--- src/spectral_gate_bin_scaler_macros.svh ---
// Assertion macros shared by the spectral gate modules.
// Both macros expect clk_i and rst_ni in the scope of the module that uses them.
`ifndef SPECTRAL_GATE_BIN_SCALER_MACROS_SVH
`define SPECTRAL_GATE_BIN_SCALER_MACROS_SVH

`define SGBS_ASSERT(label, prop) \
  label: assert property (@(posedge clk_i) disable iff (!rst_ni) (prop)) \
    else $error("sgbs assertion failed");

`define SGBS_ASSERT_NEXT(label, ante, cons) \
  label: assert property (@(posedge clk_i) disable iff (!rst_ni) (ante) |=> (cons)) \
    else $error("sgbs assertion failed");

`endif

--- src/sgbs_pkg.sv ---
`default_nettype none
package sgbs_pkg;

  localparam int unsigned BINS       = 2048;
  localparam int unsigned ADDR_W     = $clog2(BINS);
  localparam int unsigned IDX_W      = 11;
  localparam int unsigned SAMPLE_W   = 24;
  localparam int unsigned GAIN_W     = 16;
  localparam int unsigned THR_W      = 16;
  localparam int unsigned SUM_W      = 60;
  localparam int unsigned HALF_W     = SUM_W / 2;
  localparam int unsigned PWR_W      = 2 * SAMPLE_W;
  localparam int unsigned MUL_W      = 32;
  localparam int unsigned PROD_W     = 2 * MUL_W;
  localparam int unsigned RHS_W      = MUL_W + SUM_W;
  localparam int unsigned Q_SHIFT    = 15;
  // BINS is a power of two, so the factor 2*BINS*2^16 on the power side is a shift.
  localparam int unsigned LHS_SHIFT  = $clog2(2 * BINS) + 16;
  localparam int unsigned IN_DATA_W  = 64;
  localparam int unsigned IN_USER_W  = 2;
  localparam int unsigned OUT_DATA_W = 48;
  localparam int unsigned CFG_IDX_W  = 1;

  localparam logic [GAIN_W-1:0] UNITY_GAIN = GAIN_W'(32768);
  localparam logic [GAIN_W-1:0] MIX_RESET  = GAIN_W'(32768);
  localparam logic [THR_W-1:0]  THR_RESET  = THR_W'(3840);

  localparam logic [CFG_IDX_W-1:0] CFG_MIX_GAIN = 1'b0;
  localparam logic [CFG_IDX_W-1:0] CFG_THRESH   = 1'b1;

  localparam logic ACTION_LOAD = 1'b0;
  localparam logic ACTION_READ = 1'b1;

  typedef enum logic [3:0] {
    ST_IDLE,
    ST_LWR,
    ST_L1,
    ST_L2,
    ST_L3,
    ST_RD,
    ST_FETCH,
    ST_RRE2,
    ST_RIM2,
    ST_RLO,
    ST_RHI,
    ST_RADD,
    ST_RCMP,
    ST_RSRE,
    ST_RSIM,
    ST_OUT
  } state_e;

  typedef enum logic [2:0] {
    MUL_NONE,
    MUL_THR,
    MUL_RE2,
    MUL_IM2,
    MUL_LO,
    MUL_HI,
    MUL_REG,
    MUL_IMG
  } mul_sel_e;

  typedef enum logic [3:0] {
    ACC_NONE,
    ACC_T2,
    ACC_PWR_LD,
    ACC_PWR_ADD,
    ACC_RHS_LD,
    ACC_RHS_HI,
    ACC_SUM,
    ACC_DECIDE,
    ACC_SRE
  } acc_op_e;

  typedef struct packed {
    logic     cap;
    logic     mem_we;
    logic     mem_re;
    logic     fetch;
    logic     out_load;
    mul_sel_e mul_sel;
    acc_op_e  acc_op;
  } cmd_t;

  typedef struct packed {
    logic in_action;
    logic in_oor;
    logic out_free;
  } status_t;

endpackage
`default_nettype wire

--- src/sgbs_ctrl.sv ---
`default_nettype none
`include "spectral_gate_bin_scaler_macros.svh"
module sgbs_ctrl (
  input  logic              clk_i,
  input  logic              rst_ni,
  input  logic              in_valid_i,
  output logic              in_ready_o,
  input  sgbs_pkg::status_t status_i,
  output sgbs_pkg::cmd_t    cmd_o
);

  sgbs_pkg::state_e state_q, state_d;
  logic             accept;

  assign accept = in_valid_i && in_ready_o;

  always_ff @(posedge clk_i or negedge rst_ni) begin
    if (!rst_ni) begin
      state_q <= sgbs_pkg::ST_IDLE;
    end else begin
      state_q <= state_d;
    end
  end

  always_comb begin
    state_d = state_q;
    case (state_q)
      sgbs_pkg::ST_IDLE: begin
        if (accept) begin
          if (status_i.in_action == sgbs_pkg::ACTION_READ) begin
            state_d = status_i.in_oor ? sgbs_pkg::ST_OUT : sgbs_pkg::ST_RD;
          end else begin
            // A load with an out-of-range index is dropped without touching the sum.
            state_d = status_i.in_oor ? sgbs_pkg::ST_IDLE : sgbs_pkg::ST_LWR;
          end
        end
      end
      sgbs_pkg::ST_LWR:   state_d = sgbs_pkg::ST_L1;
      sgbs_pkg::ST_L1:    state_d = sgbs_pkg::ST_L2;
      sgbs_pkg::ST_L2:    state_d = sgbs_pkg::ST_L3;
      sgbs_pkg::ST_L3:    state_d = sgbs_pkg::ST_IDLE;
      sgbs_pkg::ST_RD:    state_d = sgbs_pkg::ST_FETCH;
      sgbs_pkg::ST_FETCH: state_d = sgbs_pkg::ST_RRE2;
      sgbs_pkg::ST_RRE2:  state_d = sgbs_pkg::ST_RIM2;
      sgbs_pkg::ST_RIM2:  state_d = sgbs_pkg::ST_RLO;
      sgbs_pkg::ST_RLO:   state_d = sgbs_pkg::ST_RHI;
      sgbs_pkg::ST_RHI:   state_d = sgbs_pkg::ST_RADD;
      sgbs_pkg::ST_RADD:  state_d = sgbs_pkg::ST_RCMP;
      sgbs_pkg::ST_RCMP:  state_d = sgbs_pkg::ST_RSRE;
      sgbs_pkg::ST_RSRE:  state_d = sgbs_pkg::ST_RSIM;
      sgbs_pkg::ST_RSIM:  state_d = sgbs_pkg::ST_OUT;
      sgbs_pkg::ST_OUT: begin
        if (status_i.out_free) begin
          state_d = sgbs_pkg::ST_IDLE;
        end
      end
      default: state_d = sgbs_pkg::ST_IDLE;
    endcase
  end

  always_comb begin
    in_ready_o     = 1'b0;
    cmd_o          = '0;
    cmd_o.mul_sel  = sgbs_pkg::MUL_NONE;
    cmd_o.acc_op   = sgbs_pkg::ACC_NONE;
    case (state_q)
      sgbs_pkg::ST_IDLE: begin
        in_ready_o = 1'b1;
        cmd_o.cap  = in_valid_i;
      end
      sgbs_pkg::ST_LWR: begin
        cmd_o.mem_we  = 1'b1;
        cmd_o.mul_sel = sgbs_pkg::MUL_RE2;
      end
      sgbs_pkg::ST_L1: begin
        cmd_o.mul_sel = sgbs_pkg::MUL_IM2;
        cmd_o.acc_op  = sgbs_pkg::ACC_PWR_LD;
      end
      sgbs_pkg::ST_L2: cmd_o.acc_op = sgbs_pkg::ACC_PWR_ADD;
      sgbs_pkg::ST_L3: cmd_o.acc_op = sgbs_pkg::ACC_SUM;
      sgbs_pkg::ST_RD: begin
        cmd_o.mem_re  = 1'b1;
        cmd_o.mul_sel = sgbs_pkg::MUL_THR;
      end
      sgbs_pkg::ST_FETCH: begin
        cmd_o.fetch  = 1'b1;
        cmd_o.acc_op = sgbs_pkg::ACC_T2;
      end
      sgbs_pkg::ST_RRE2: cmd_o.mul_sel = sgbs_pkg::MUL_RE2;
      sgbs_pkg::ST_RIM2: begin
        cmd_o.mul_sel = sgbs_pkg::MUL_IM2;
        cmd_o.acc_op  = sgbs_pkg::ACC_PWR_LD;
      end
      sgbs_pkg::ST_RLO: begin
        cmd_o.mul_sel = sgbs_pkg::MUL_LO;
        cmd_o.acc_op  = sgbs_pkg::ACC_PWR_ADD;
      end
      sgbs_pkg::ST_RHI: begin
        cmd_o.mul_sel = sgbs_pkg::MUL_HI;
        cmd_o.acc_op  = sgbs_pkg::ACC_RHS_LD;
      end
      sgbs_pkg::ST_RADD: cmd_o.acc_op = sgbs_pkg::ACC_RHS_HI;
      sgbs_pkg::ST_RCMP: cmd_o.acc_op = sgbs_pkg::ACC_DECIDE;
      sgbs_pkg::ST_RSRE: cmd_o.mul_sel = sgbs_pkg::MUL_REG;
      sgbs_pkg::ST_RSIM: begin
        cmd_o.mul_sel = sgbs_pkg::MUL_IMG;
        cmd_o.acc_op  = sgbs_pkg::ACC_SRE;
      end
      sgbs_pkg::ST_OUT: cmd_o.out_load = status_i.out_free;
      default: ;
    endcase
  end

  `SGBS_ASSERT(a_mem_one_port, !(cmd_o.mem_we && cmd_o.mem_re))
  `SGBS_ASSERT_NEXT(a_load_starts,
    accept && (status_i.in_action == sgbs_pkg::ACTION_LOAD) && !status_i.in_oor,
    state_q == sgbs_pkg::ST_LWR)
  `SGBS_ASSERT(a_sum_after_power,
    (cmd_o.acc_op == sgbs_pkg::ACC_SUM) |-> ($past(cmd_o.acc_op) == sgbs_pkg::ACC_PWR_ADD))
  `SGBS_ASSERT_NEXT(a_result_follows, state_q == sgbs_pkg::ST_RSIM, state_q == sgbs_pkg::ST_OUT)

endmodule
`default_nettype wire

--- config.mk ---
export PLATFORM = sky130hd
export DESIGN_NAME = sgbs_ctrl
export DESIGN_NICKNAME = d
export VERILOG_FILES = /design/src/sgbs_pkg.sv /design/src/sgbs_ctrl.sv
export VERILOG_INCLUDE_DIRS = /design/src /design/src/src
export SDC_FILE = /design/constraint.sdc
export NUM_CORES = 1
export LEC_CHECK = 0
export ABC_AREA = 1
export ABC_CLOCK_PERIOD_IN_PS = 1500
export BUFFER_PORTS_ARGS = -buffer_cell sky130_fd_sc_hd__buf_2
export CAP_MARGIN = 10
export CORE_AREA = 4 4 41 43
export CTS_CLUSTER_SIZE = 14
export DETAILED_ROUTE_END_ITERATION = 8
export DIE_AREA = 0 0 45 47
export PLACE_DENSITY = 0.66
export SLEW_MARGIN = 0
export SYNTH_ARGS = -nofsm -noshare
export SYNTH_HDL_FRONTEND = slang
export SYNTH_SLANG_ARGS = --single-unit
--- constraint.sdc ---
create_clock -name clk_i -period 1.5 [get_ports clk_i]
set_input_delay 0.225 -clock clk_i [delete_from_list [all_inputs] [get_ports clk_i]]
set_output_delay 0.225 -clock clk_i [all_outputs]
set_load 0.03 [all_outputs]
==> flow_summary.json, run 1 <==
{
  "root_buffer": "clkbuf_4",
  "largest-register": "state_q",
  "synth-xor-area-share": 0.0191,
  "worstPathCellList": "inv_2 -> nand2_2 -> nand2_1 -> o21ai_1 -> inv_1 -> clkbuf_4",
  "largest_register_ffs": 4,
  "place_congestion": 0.812,
  "synth_top_family_by_area": "simple AND/OR/NAND/NOR gates",
  "period_needed_ps": 1540,
  "rrSetupSlack_ps": 150,
  "antenna_found_initial": 0,
  "yosysWarnings": 0,
  "slowest_delay_ps": 440,
  "synth_sequential_area_ratio": 0.219,
  "hold-path-cell-count": 4,
  "routedWlPerCell_um": 11.8,
  "die_y_um": 47,
  "drv_slew": 0,
  "core-area_um2": 1300,
  "area_growth_pct": 66.7,
  "cp_slowest_cell": "dfrtp_2",
  "final_nets": 126,
  "hpwl_um": 990,
  "first_iter_violations": 9,
  "r2r_end": "state_q[0]",
  "worstMarginPinSlew_ps": 205,
  "antennaDiodeCount": 0,
  "grt-ovfl-total": 0,
  "vias": 659,
  "relSlewSlack": 0.863,
  "grt_pass1_vias": 596,
  "io_pins": 19,
  "fmax_mhz": 648,
  "viasPerCell": 4.95,
  "hp-class": "primary input to flip-flop",
  "hp-start": "status_i[0]",
  "drc": 0,
  "seq_area_um2": 104,
  "multi_input_area_um2": 320,
  "cp.required_ps": 1270,
  "hold_slack_ps": 318,
  "netlist_area_um2": 458,
  "clk_latency_ps": 230,
  "tritoncts": "yes",
  "synth_cell_types": 16,
  "die_w_um": 45,
  "row_count": 13,
  "startpoint": "state_q[2]",
  "grt_pass1_wl_um": 2350,
  "nFillCells": 137,
  "ys_seq_elements": 4,
  "synth.area.mux_share": 0,
  "synth-simple-area-share": 0.560,
  "synth_adder_area_share": 0,
  "timing.rr.start": "state_q[2]",
  "grt_max_degree": 8,
  "crit_fanout": 6,
  "layout_setup_ws_ps": -42.6,
  "grt_use_total": 0.150,
  "drive_above_1_share": 0.475,
  "violations": "negative setup slack",
  "finalClockSkew_ps": 0.461,
  "synth_cells": 85,
  "drv_cap": 0,
  "htreeDepth": 1,
  "cts.sinks": 4,
  "firstDrtPassIters": 4,
  "critPathLaunchType": "flip-flop",
  "port_buffers": 18,
  "rsz0062_at_grt": "true",
  "whs_endpoint": "state_q[1]",
  "ctsLongestPathBuffers": 2,
  "routed_wl_um": 1570,
  "die_area_um2": 2120,
  "cts_inserted_buffers": 3,
  "ant_nets": 0,
  "synth_compound_area_frac": 0.0383,
  "syn_avg_cell_area_um2": 5.39,
  "r2r_cells": 8,
  "cp_data_arrival_time_ps": 1320,
  "syn_nets": 91,
  "clkSlewWorstSetupHoldPaths_ps": 30,
  "start_util": 0.352,
  "status": "finished with violations",
  "period_share": 1.03,
  "critPathKind": "flip-flop to output pin",
  "hold_viol": 0,
  "end_kind": "output pin",
  "reg_top3": "state_q x4",
  "setup_viol_count_final": 8
}
==> kinds of logic (layout without fill, tap and decap cells) <==
kind of cell              count (synthesis)  count (layout)
and+or+nand+nor                          60              60
buffers and inverters                    17              50
AOI/OAI and AO/OA                         3               3
xor gates and xnor gates                  1               1
DFF                                       4               4
==> layout make-up <==
class / count / share of cell area
Inverter: 15 / 0.0803
Multi-Input combinational cell: 64 / 0.420
Timing Repair Buffer: 32 / 0.310
Sequential cell: 4 / 0.136
Clock buffer: 3 / 0.0295
Tap cell: 15 / 0.0246
==> cells in the final DEF (no fill, tap or decap) <==
cell            n
a21boi_1        1
buf_2           7
buf_4          18
buf_6           3
clkbuf_4        6
dfrtp_1         1
dfrtp_2         3
dlygate4sd3_1   1
inv_1          10
inv_2           3
inv_4           2
nand2_1        28
nand2_2         7
nand2_4         3
nand3_1         8
nand3b_1        1
nor2_1          8
nor2_2          3
nor3_1          1
nor3_2          1
o21ai_1         2
xor2_1          1
==> synth_stat cells, drive strengths merged <==
| library cell | n | area [um2] |
|---|---|---|
| a21boi | 1 | 7.51 |
| buf | 2 | 18.8 |
| dfrtp | 4 | 100 |
| inv | 15 | 56.3 |
| nand2 | 38 | 153 |
| nand3 | 8 | 40.0 |
| nand3b | 1 | 7.51 |
| nor2 | 11 | 46.3 |
| nor3 | 2 | 10.0 |
| o21ai | 2 | 10.0 |
| xor2 | 1 | 8.76 |
==> per-stage QoR <==
stage	instance area [um2]	setup TNS, ps	util	instances	worst slack [ps]
global placement	561	0	0.431	117	89.8
finish	763	-160	0.587	133	-42.6
CTS	678	0	0.521	128	2.25
detailed placement	561	0	0.431	117	72.2
global route	763	-856	0.587	133	-106
floorplan	463	0	-	85	86.4
==> timing repair <==
item,in CTS,in global routing
pin swaps,1,2
setup endpoints to repair,12,12
hold endpoints to repair,4,0
setup buffers,7,5
resized for setup,15,22
hold buffers,1,0
==> critical path: cells and delay by family, from the launching register on <==
family	cells	cell delay, ps
flip-flops	1	440
buffers and inverters	3	350
AND/OR/NAND/NOR	2	220
AO/OA/AOI/OAI	1	70
==> worst max-delay path by stage <==
| stage | end | slack (ps) |
|---|---|---|
| 6_report | cmd_o[1] | -40 |
| 5_1_grt | cmd_o[11] | -110 |
| 3_3_place_gp | cmd_o[6] | 90 |
| 2_1_floorplan | cmd_o[2] | 90 |
| 4_1_cts | cmd_o[6] | 2 |
| 3_5_place_dp | cmd_o[5] | 70 |
==> per-layer routing <==
metal  GRT usage  up-vias  wire (um)
met5           0        -          0
met4      0.0526        0         17
met3      0.0268        4         90
met2       0.282       22        804
met1       0.167      309        660
li1            -      324          -
Power of run 1 is left out: the tool's default activity adds up to more than one toggle a clock period on the data nets, which glitch-free logic cannot reach.
==> inputs of run 2 (changes only) <==
--- a/config.mk
+++ b/config.mk
@@ -15,6 +15,7 @@
 export DETAILED_ROUTE_END_ITERATION = 8
 export DIE_AREA = 0 0 45 47
 export PLACE_DENSITY = 0.66
+export SETUP_SLACK_MARGIN = 0.05
 export SLEW_MARGIN = 0
 export SYNTH_ARGS = -nofsm -noshare
 export SYNTH_HDL_FRONTEND = slang
==> run 2 against run 1 <==
Compared with the run above:
- flip-flop and latch count unchanged
- core utilization rose by 3.4 points
- first-iteration DRC count up 11%
- critical path type unchanged
- final cell count down 0.75%
- the run still ends with negative setup slack left
- highest routed layer unchanged
- clock skew about the same
==> flow_summary.json, run 2 (synthesis gave the netlist of run 1 again) <==
{
  "status": "finished with violations",
  "violations": "negative setup slack",
  "final_common_cell": "nand2_1",
  "crit_fanout": 3,
  "grt_max_degree": 8,
  "postPlaceCellArea_um2": 561,
  "cts_inserted_buffers": 3,
  "routedWlPerCell_um": 11.3,
  "layout_setup_ws_ps": -63.7,
  "place_congestion": 0.812,
  "port_buffers": 18,
  "post_layout_nonfiller_instances": 132,
  "routed_wl_um": 1490,
  "area_growth_pct": 76.2,
  "first_iter_violations": 10,
  "hold-path-cell-count": 4,
  "tns_ps": -158,
  "tritoncts": "yes",
  "period_share": 1.04,
  "drv_slew": 0,
  "hpwl_um": 990,
  "cts.sinks": 4,
  "end_kind": "output pin",
  "pre_cts_ws_ps": 72.2,
  "drc": 0,
  "final_nets": 125,
  "die_w_um": 45,
  "core-area_um2": 1300,
  "antenna_found_initial": 0,
  "io_pins": 19,
  "cp_data_arrival_time_ps": 1340,
  "period_needed_ps": 1560,
  "viasPerCell": 4.82,
  "clkSlewWorstSetupHoldPaths_ps": 30,
  "placedCellCount": 117,
  "start_util": 0.352,
  "r2r_cells": 8,
  "vias": 636,
  "die_area_um2": 2120,
  "cp.required_ps": 1270,
  "seq_area_um2": 103,
  "root_buffer": "clkbuf_4",
  "grt_use_total": 0.154,
  "nFillCells": 127,
  "grt_pass1_vias": 624,
  "critPathLaunchType": "flip-flop",
  "hp-class": "primary input to flip-flop",
  "grt-ovfl-total": 0,
  "final_cell_mix": "27 x nand2_1, 18 x buf_4, 9 x inv_1, 8 x nand2_2, 8 x nand3_1",
  "worstMarginPinSlew_ps": 183,
  "die_y_um": 47,
  "rsz0062_at_grt": "true",
  "drive_above_1_share": 0.530,
  "critPathKind": "flip-flop to output pin",
  "setup_viol_count_final": 5,
  "reg_top3": "state_q x4",
  "antennaDiodeCount": 0,
  "relSlewSlack": 0.878,
  "firstDrtPassIters": 4,
  "multi_input_area_um2": 352,
  "hold_viol": 0,
  "largest_register_ffs": 4,
  "largest-register": "state_q",
  "grt_pass1_wl_um": 2420,
  "ctsLongestPathBuffers": 2,
  "ant_nets": 0,
  "clk_latency_ps": 230,
  "fmax_mhz": 640,
  "htreeDepth": 1,
  "finalClockSkew_ps": 0.658,
  "drv_cap": 0,
  "final_area_um2": 807,
  "row_count": 13
}
## run 2: changes by cell type in the layout (fill, tap and decap cells not counted), moves of 2 or more
cell,delta
nor2_2,+2
buf_2,-2
buf_6,+3
clkbuf_4,-2
nor2_4,+2
nor2_1,-4
## run 2: path summary, 6_finish.rpt
path / from / end / slack (ps)
max in group asynchronous: rst_ni / state_q[1] / 1040
min in group asynchronous: rst_ni / state_q[3] / 330
hold reg to reg: state_q[2] / state_q[2] / 740
setup reg to reg: state_q[0] / state_q[1] / 180
setup / recovery: state_q[3] / cmd_o[5] / -60
hold / removal: status_i[0] / state_q[1] / 320
## run 2: final cells by class
class | instances | area share
Clock buffer | 3 | 0.0279
Timing Repair Buffer | 31 | 0.304
Multi-Input combinational cell | 64 | 0.436
Tap cell | 15 | 0.0233
Sequential cell | 4 | 0.127
Inverter | 15 | 0.0822
## run 2: timing repair
action / CTS / global route
resized for setup: 28 / 23
setup buffers: 9 / 2
endpoints found under the hold margin: 4 / 0
setup endpoints to repair: 12 / 17
pin swaps: 2 / 5
hold buffers: 1 / 0
cloned: 0 / 0
## run 2: per-layer routing
layer / GRT usage / routed length (um)
met1: 0.170 / 600
met2: 0.288 / 769
met3: 0.0268 / 97
met4: 0.0643 / 18
met5: 0 / 0
## run 2: worst max-delay path: stages (launching register included)
cell and delay [ps]:
dfrtp_1 420, buf_4 160, nand2_2 70, nand2_2 50
xor2_1 180, inv_1 80, buf_6 140
## run 2: through the flow
step,util,hold slack [ps]
detailed placement,0.431,30.1
global placement,0.431,30.5
finish,0.620,321
CTS,0.556,318
global route,0.620,348
floorplan,-,-70.6
Power of run 2 is left out for the same reason.
==> inputs of run 3 (changes only) <==
--- a/config.mk
+++ b/config.mk
@@ -7,7 +7,7 @@
 export NUM_CORES = 1
 export LEC_CHECK = 0
 export ABC_AREA = 1
-export ABC_CLOCK_PERIOD_IN_PS = 1500
+export ABC_CLOCK_PERIOD_IN_PS = 2000
 export BUFFER_PORTS_ARGS = -buffer_cell sky130_fd_sc_hd__buf_2
 export CAP_MARGIN = 10
 export CORE_AREA = 4 4 41 43
==> constraint.sdc (replaced) <==
create_clock -name clk_i -period 2 [get_ports clk_i]
set_input_delay 0.3 -clock clk_i [delete_from_list [all_inputs] [get_ports clk_i]]
set_output_delay 0.3 -clock clk_i [all_outputs]
set_load 0.03 [all_outputs]
==> run 3 against run 2 <==
Compared with the run above:
- the flow now finishes without violations
- final cell count decreased by 9.1%
- sequential share of layout area grew 4.5 points
- critical path depth unchanged
- core utilization is 17 points lower
- clock-buffer cell count unchanged
- first-iteration DRC count up 20%
- worst setup slack improved by 340 ps
- worst hold slack improved by 64 ps
- flip-flop and latch count did not move
- global-route usage shrank 4.3 points
- wire length fell by 30%
- via count is 14% lower
- critical path type unchanged
==> flow_summary.json, run 3 (synthesis gave the netlist of run 1 again) <==
{
  "routedWlPerCell_um": 8.65,
  "vias": 546,
  "critPathLaunchType": "flip-flop",
  "hold_viol": 0,
  "io_pins": 19,
  "hold_slack_ps": 385,
  "die_y_um": 47,
  "htreeDepth": 1,
  "core-area_um2": 1300,
  "ctsLongestPathBuffers": 2,
  "grt-ovfl-total": 0,
  "cp.required_ps": 1700,
  "critPathKind": "flip-flop to output pin",
  "critical_path.top_delay_family": "flip-flops",
  "clk_latency_ps": 230,
  "nFillCells": 156,
  "drive_above_1_share": 0.267,
  "status": "finished clean",
  "end_kind": "output pin",
  "place_congestion": 0.804,
  "path_buf_inv": 3,
  "tns_ps": 0,
  "largest-register": "state_q",
  "die_w_um": 45,
  "final_common_cell": "nand2_1",
  "path_common_cell": "inv_1",
  "largest_register_ffs": 4,
  "post_layout_nonfiller_instances": 120,
  "period_needed_ps": 1720,
  "first_iter_violations": 12,
  "cp_slowest_cell": "dfrtp_1",
  "grt_pass1_vias": 435,
  "firstDrtPassIters": 4,
  "die_area_um2": 2120,
  "antenna_found_initial": 0,
  "grt_max_degree": 10,
  "routed_wl_um": 1040,
  "cts_inserted_buffers": 3,
  "clkSlewWorstSetupHoldPaths_ps": 40,
  "slowest_delay_ps": 450,
  "fmax_mhz": 580,
  "root_buffer": "clkbuf_4",
  "worstMarginPinSlew_ps": 241,
  "hpwl_um": 874,
  "reg_top3": "state_q x4",
  "drc": 0,
  "cts_setup_buffers": 0,
  "hp-class": "primary input to flip-flop",
  "antennaDiodeCount": 0,
  "rrSetupSlack_ps": 820,
  "finalClockSkew_ps": 0.695,
  "final_nets": 113,
  "rsz0062_at_grt": "false",
  "cp_data_arrival_time_ps": 1420,
  "cts.sinks": 4,
  "hold_buffers": 1,
  "relSlewSlack": 0.840,
  "row_count": 13,
  "port_buffers": 18,
  "grt_pass1_wl_um": 1730,
  "area_growth_pct": 26.8,
  "period_share": 0.861,
  "tritoncts": "yes",
  "ant_nets": 0,
  "post-route-util": 0.446,
  "final_cell_mix": "34 x nand2_1, 18 x buf_2, 14 x inv_1, 9 x nor2_1, 8 x nand3_1",
  "viasPerCell": 4.55,
  "placedCellCount": 116,
  "cts_resized": 0,
  "worstPathCellList": "inv_1 -> nand2_2 -> nand2_1 -> xor2_1 -> inv_1 -> buf_2",
  "drv_cap": 0,
  "grt_use_total": 0.111,
  "setup_viol_count_final": 0,
  "start_util": 0.352,
  "drv_slew": 0,
  "crit_fanout": 7
}
[run 3: cell type report]
class / instances / area (um2) / area share
clock buffers: 3 / 22.5 / 0.0388
inverters: 15 / 56.3 / 0.0970
multi-input cells: 64 / 283 / 0.487
flip-flops and latches: 4 / 100 / 0.172
well taps: 15 / 18.8 / 0.0323
repair buffers: 19 / 100 / 0.172
[run 3: path summary, 6_finish.rpt]
| kind | end | cells after the start | startpoint |
|---|---|---|---|
| setup / recovery | cmd_o[5] | 6 | state_q[0] |
| hold / removal | state_q[1] | 4 | status_i[0] |
| setup reg to reg | state_q[0] | 7 | state_q[2] |
| hold reg to reg | state_q[2] | 2 | state_q[2] |
| max in group asynchronous | state_q[2] | 2 | rst_ni |
| min in group asynchronous | state_q[1] | 2 | rst_ni |
[run 3: worst min-delay path: cells and delay by family]
kind / cells / cell delay (ps)
and+or+nand+nor: 2 / 160
buffers and inverters: 2 / 110
[run 3: routing by layer]
layer / vias up / routed length [um] / GRT usage
li1: 296 / - / -
met1: 226 / 457 / 0.146
met2: 24 / 480 / 0.172
met3: 0 / 101 / 0.0345
met4: 0 / 0 / 0.0351
met5: - / 0 / 0
[run 3: through the flow]
step           setup slack, ps  cell area (um2)
2_1_floorplan              303              458
3_3_place_gp               506              548
3_5_place_dp               526              548
4_1_cts                    270              581
5_1_grt                    156              581
6_report                   277              581
Power of run 3 is left out for the same reason.
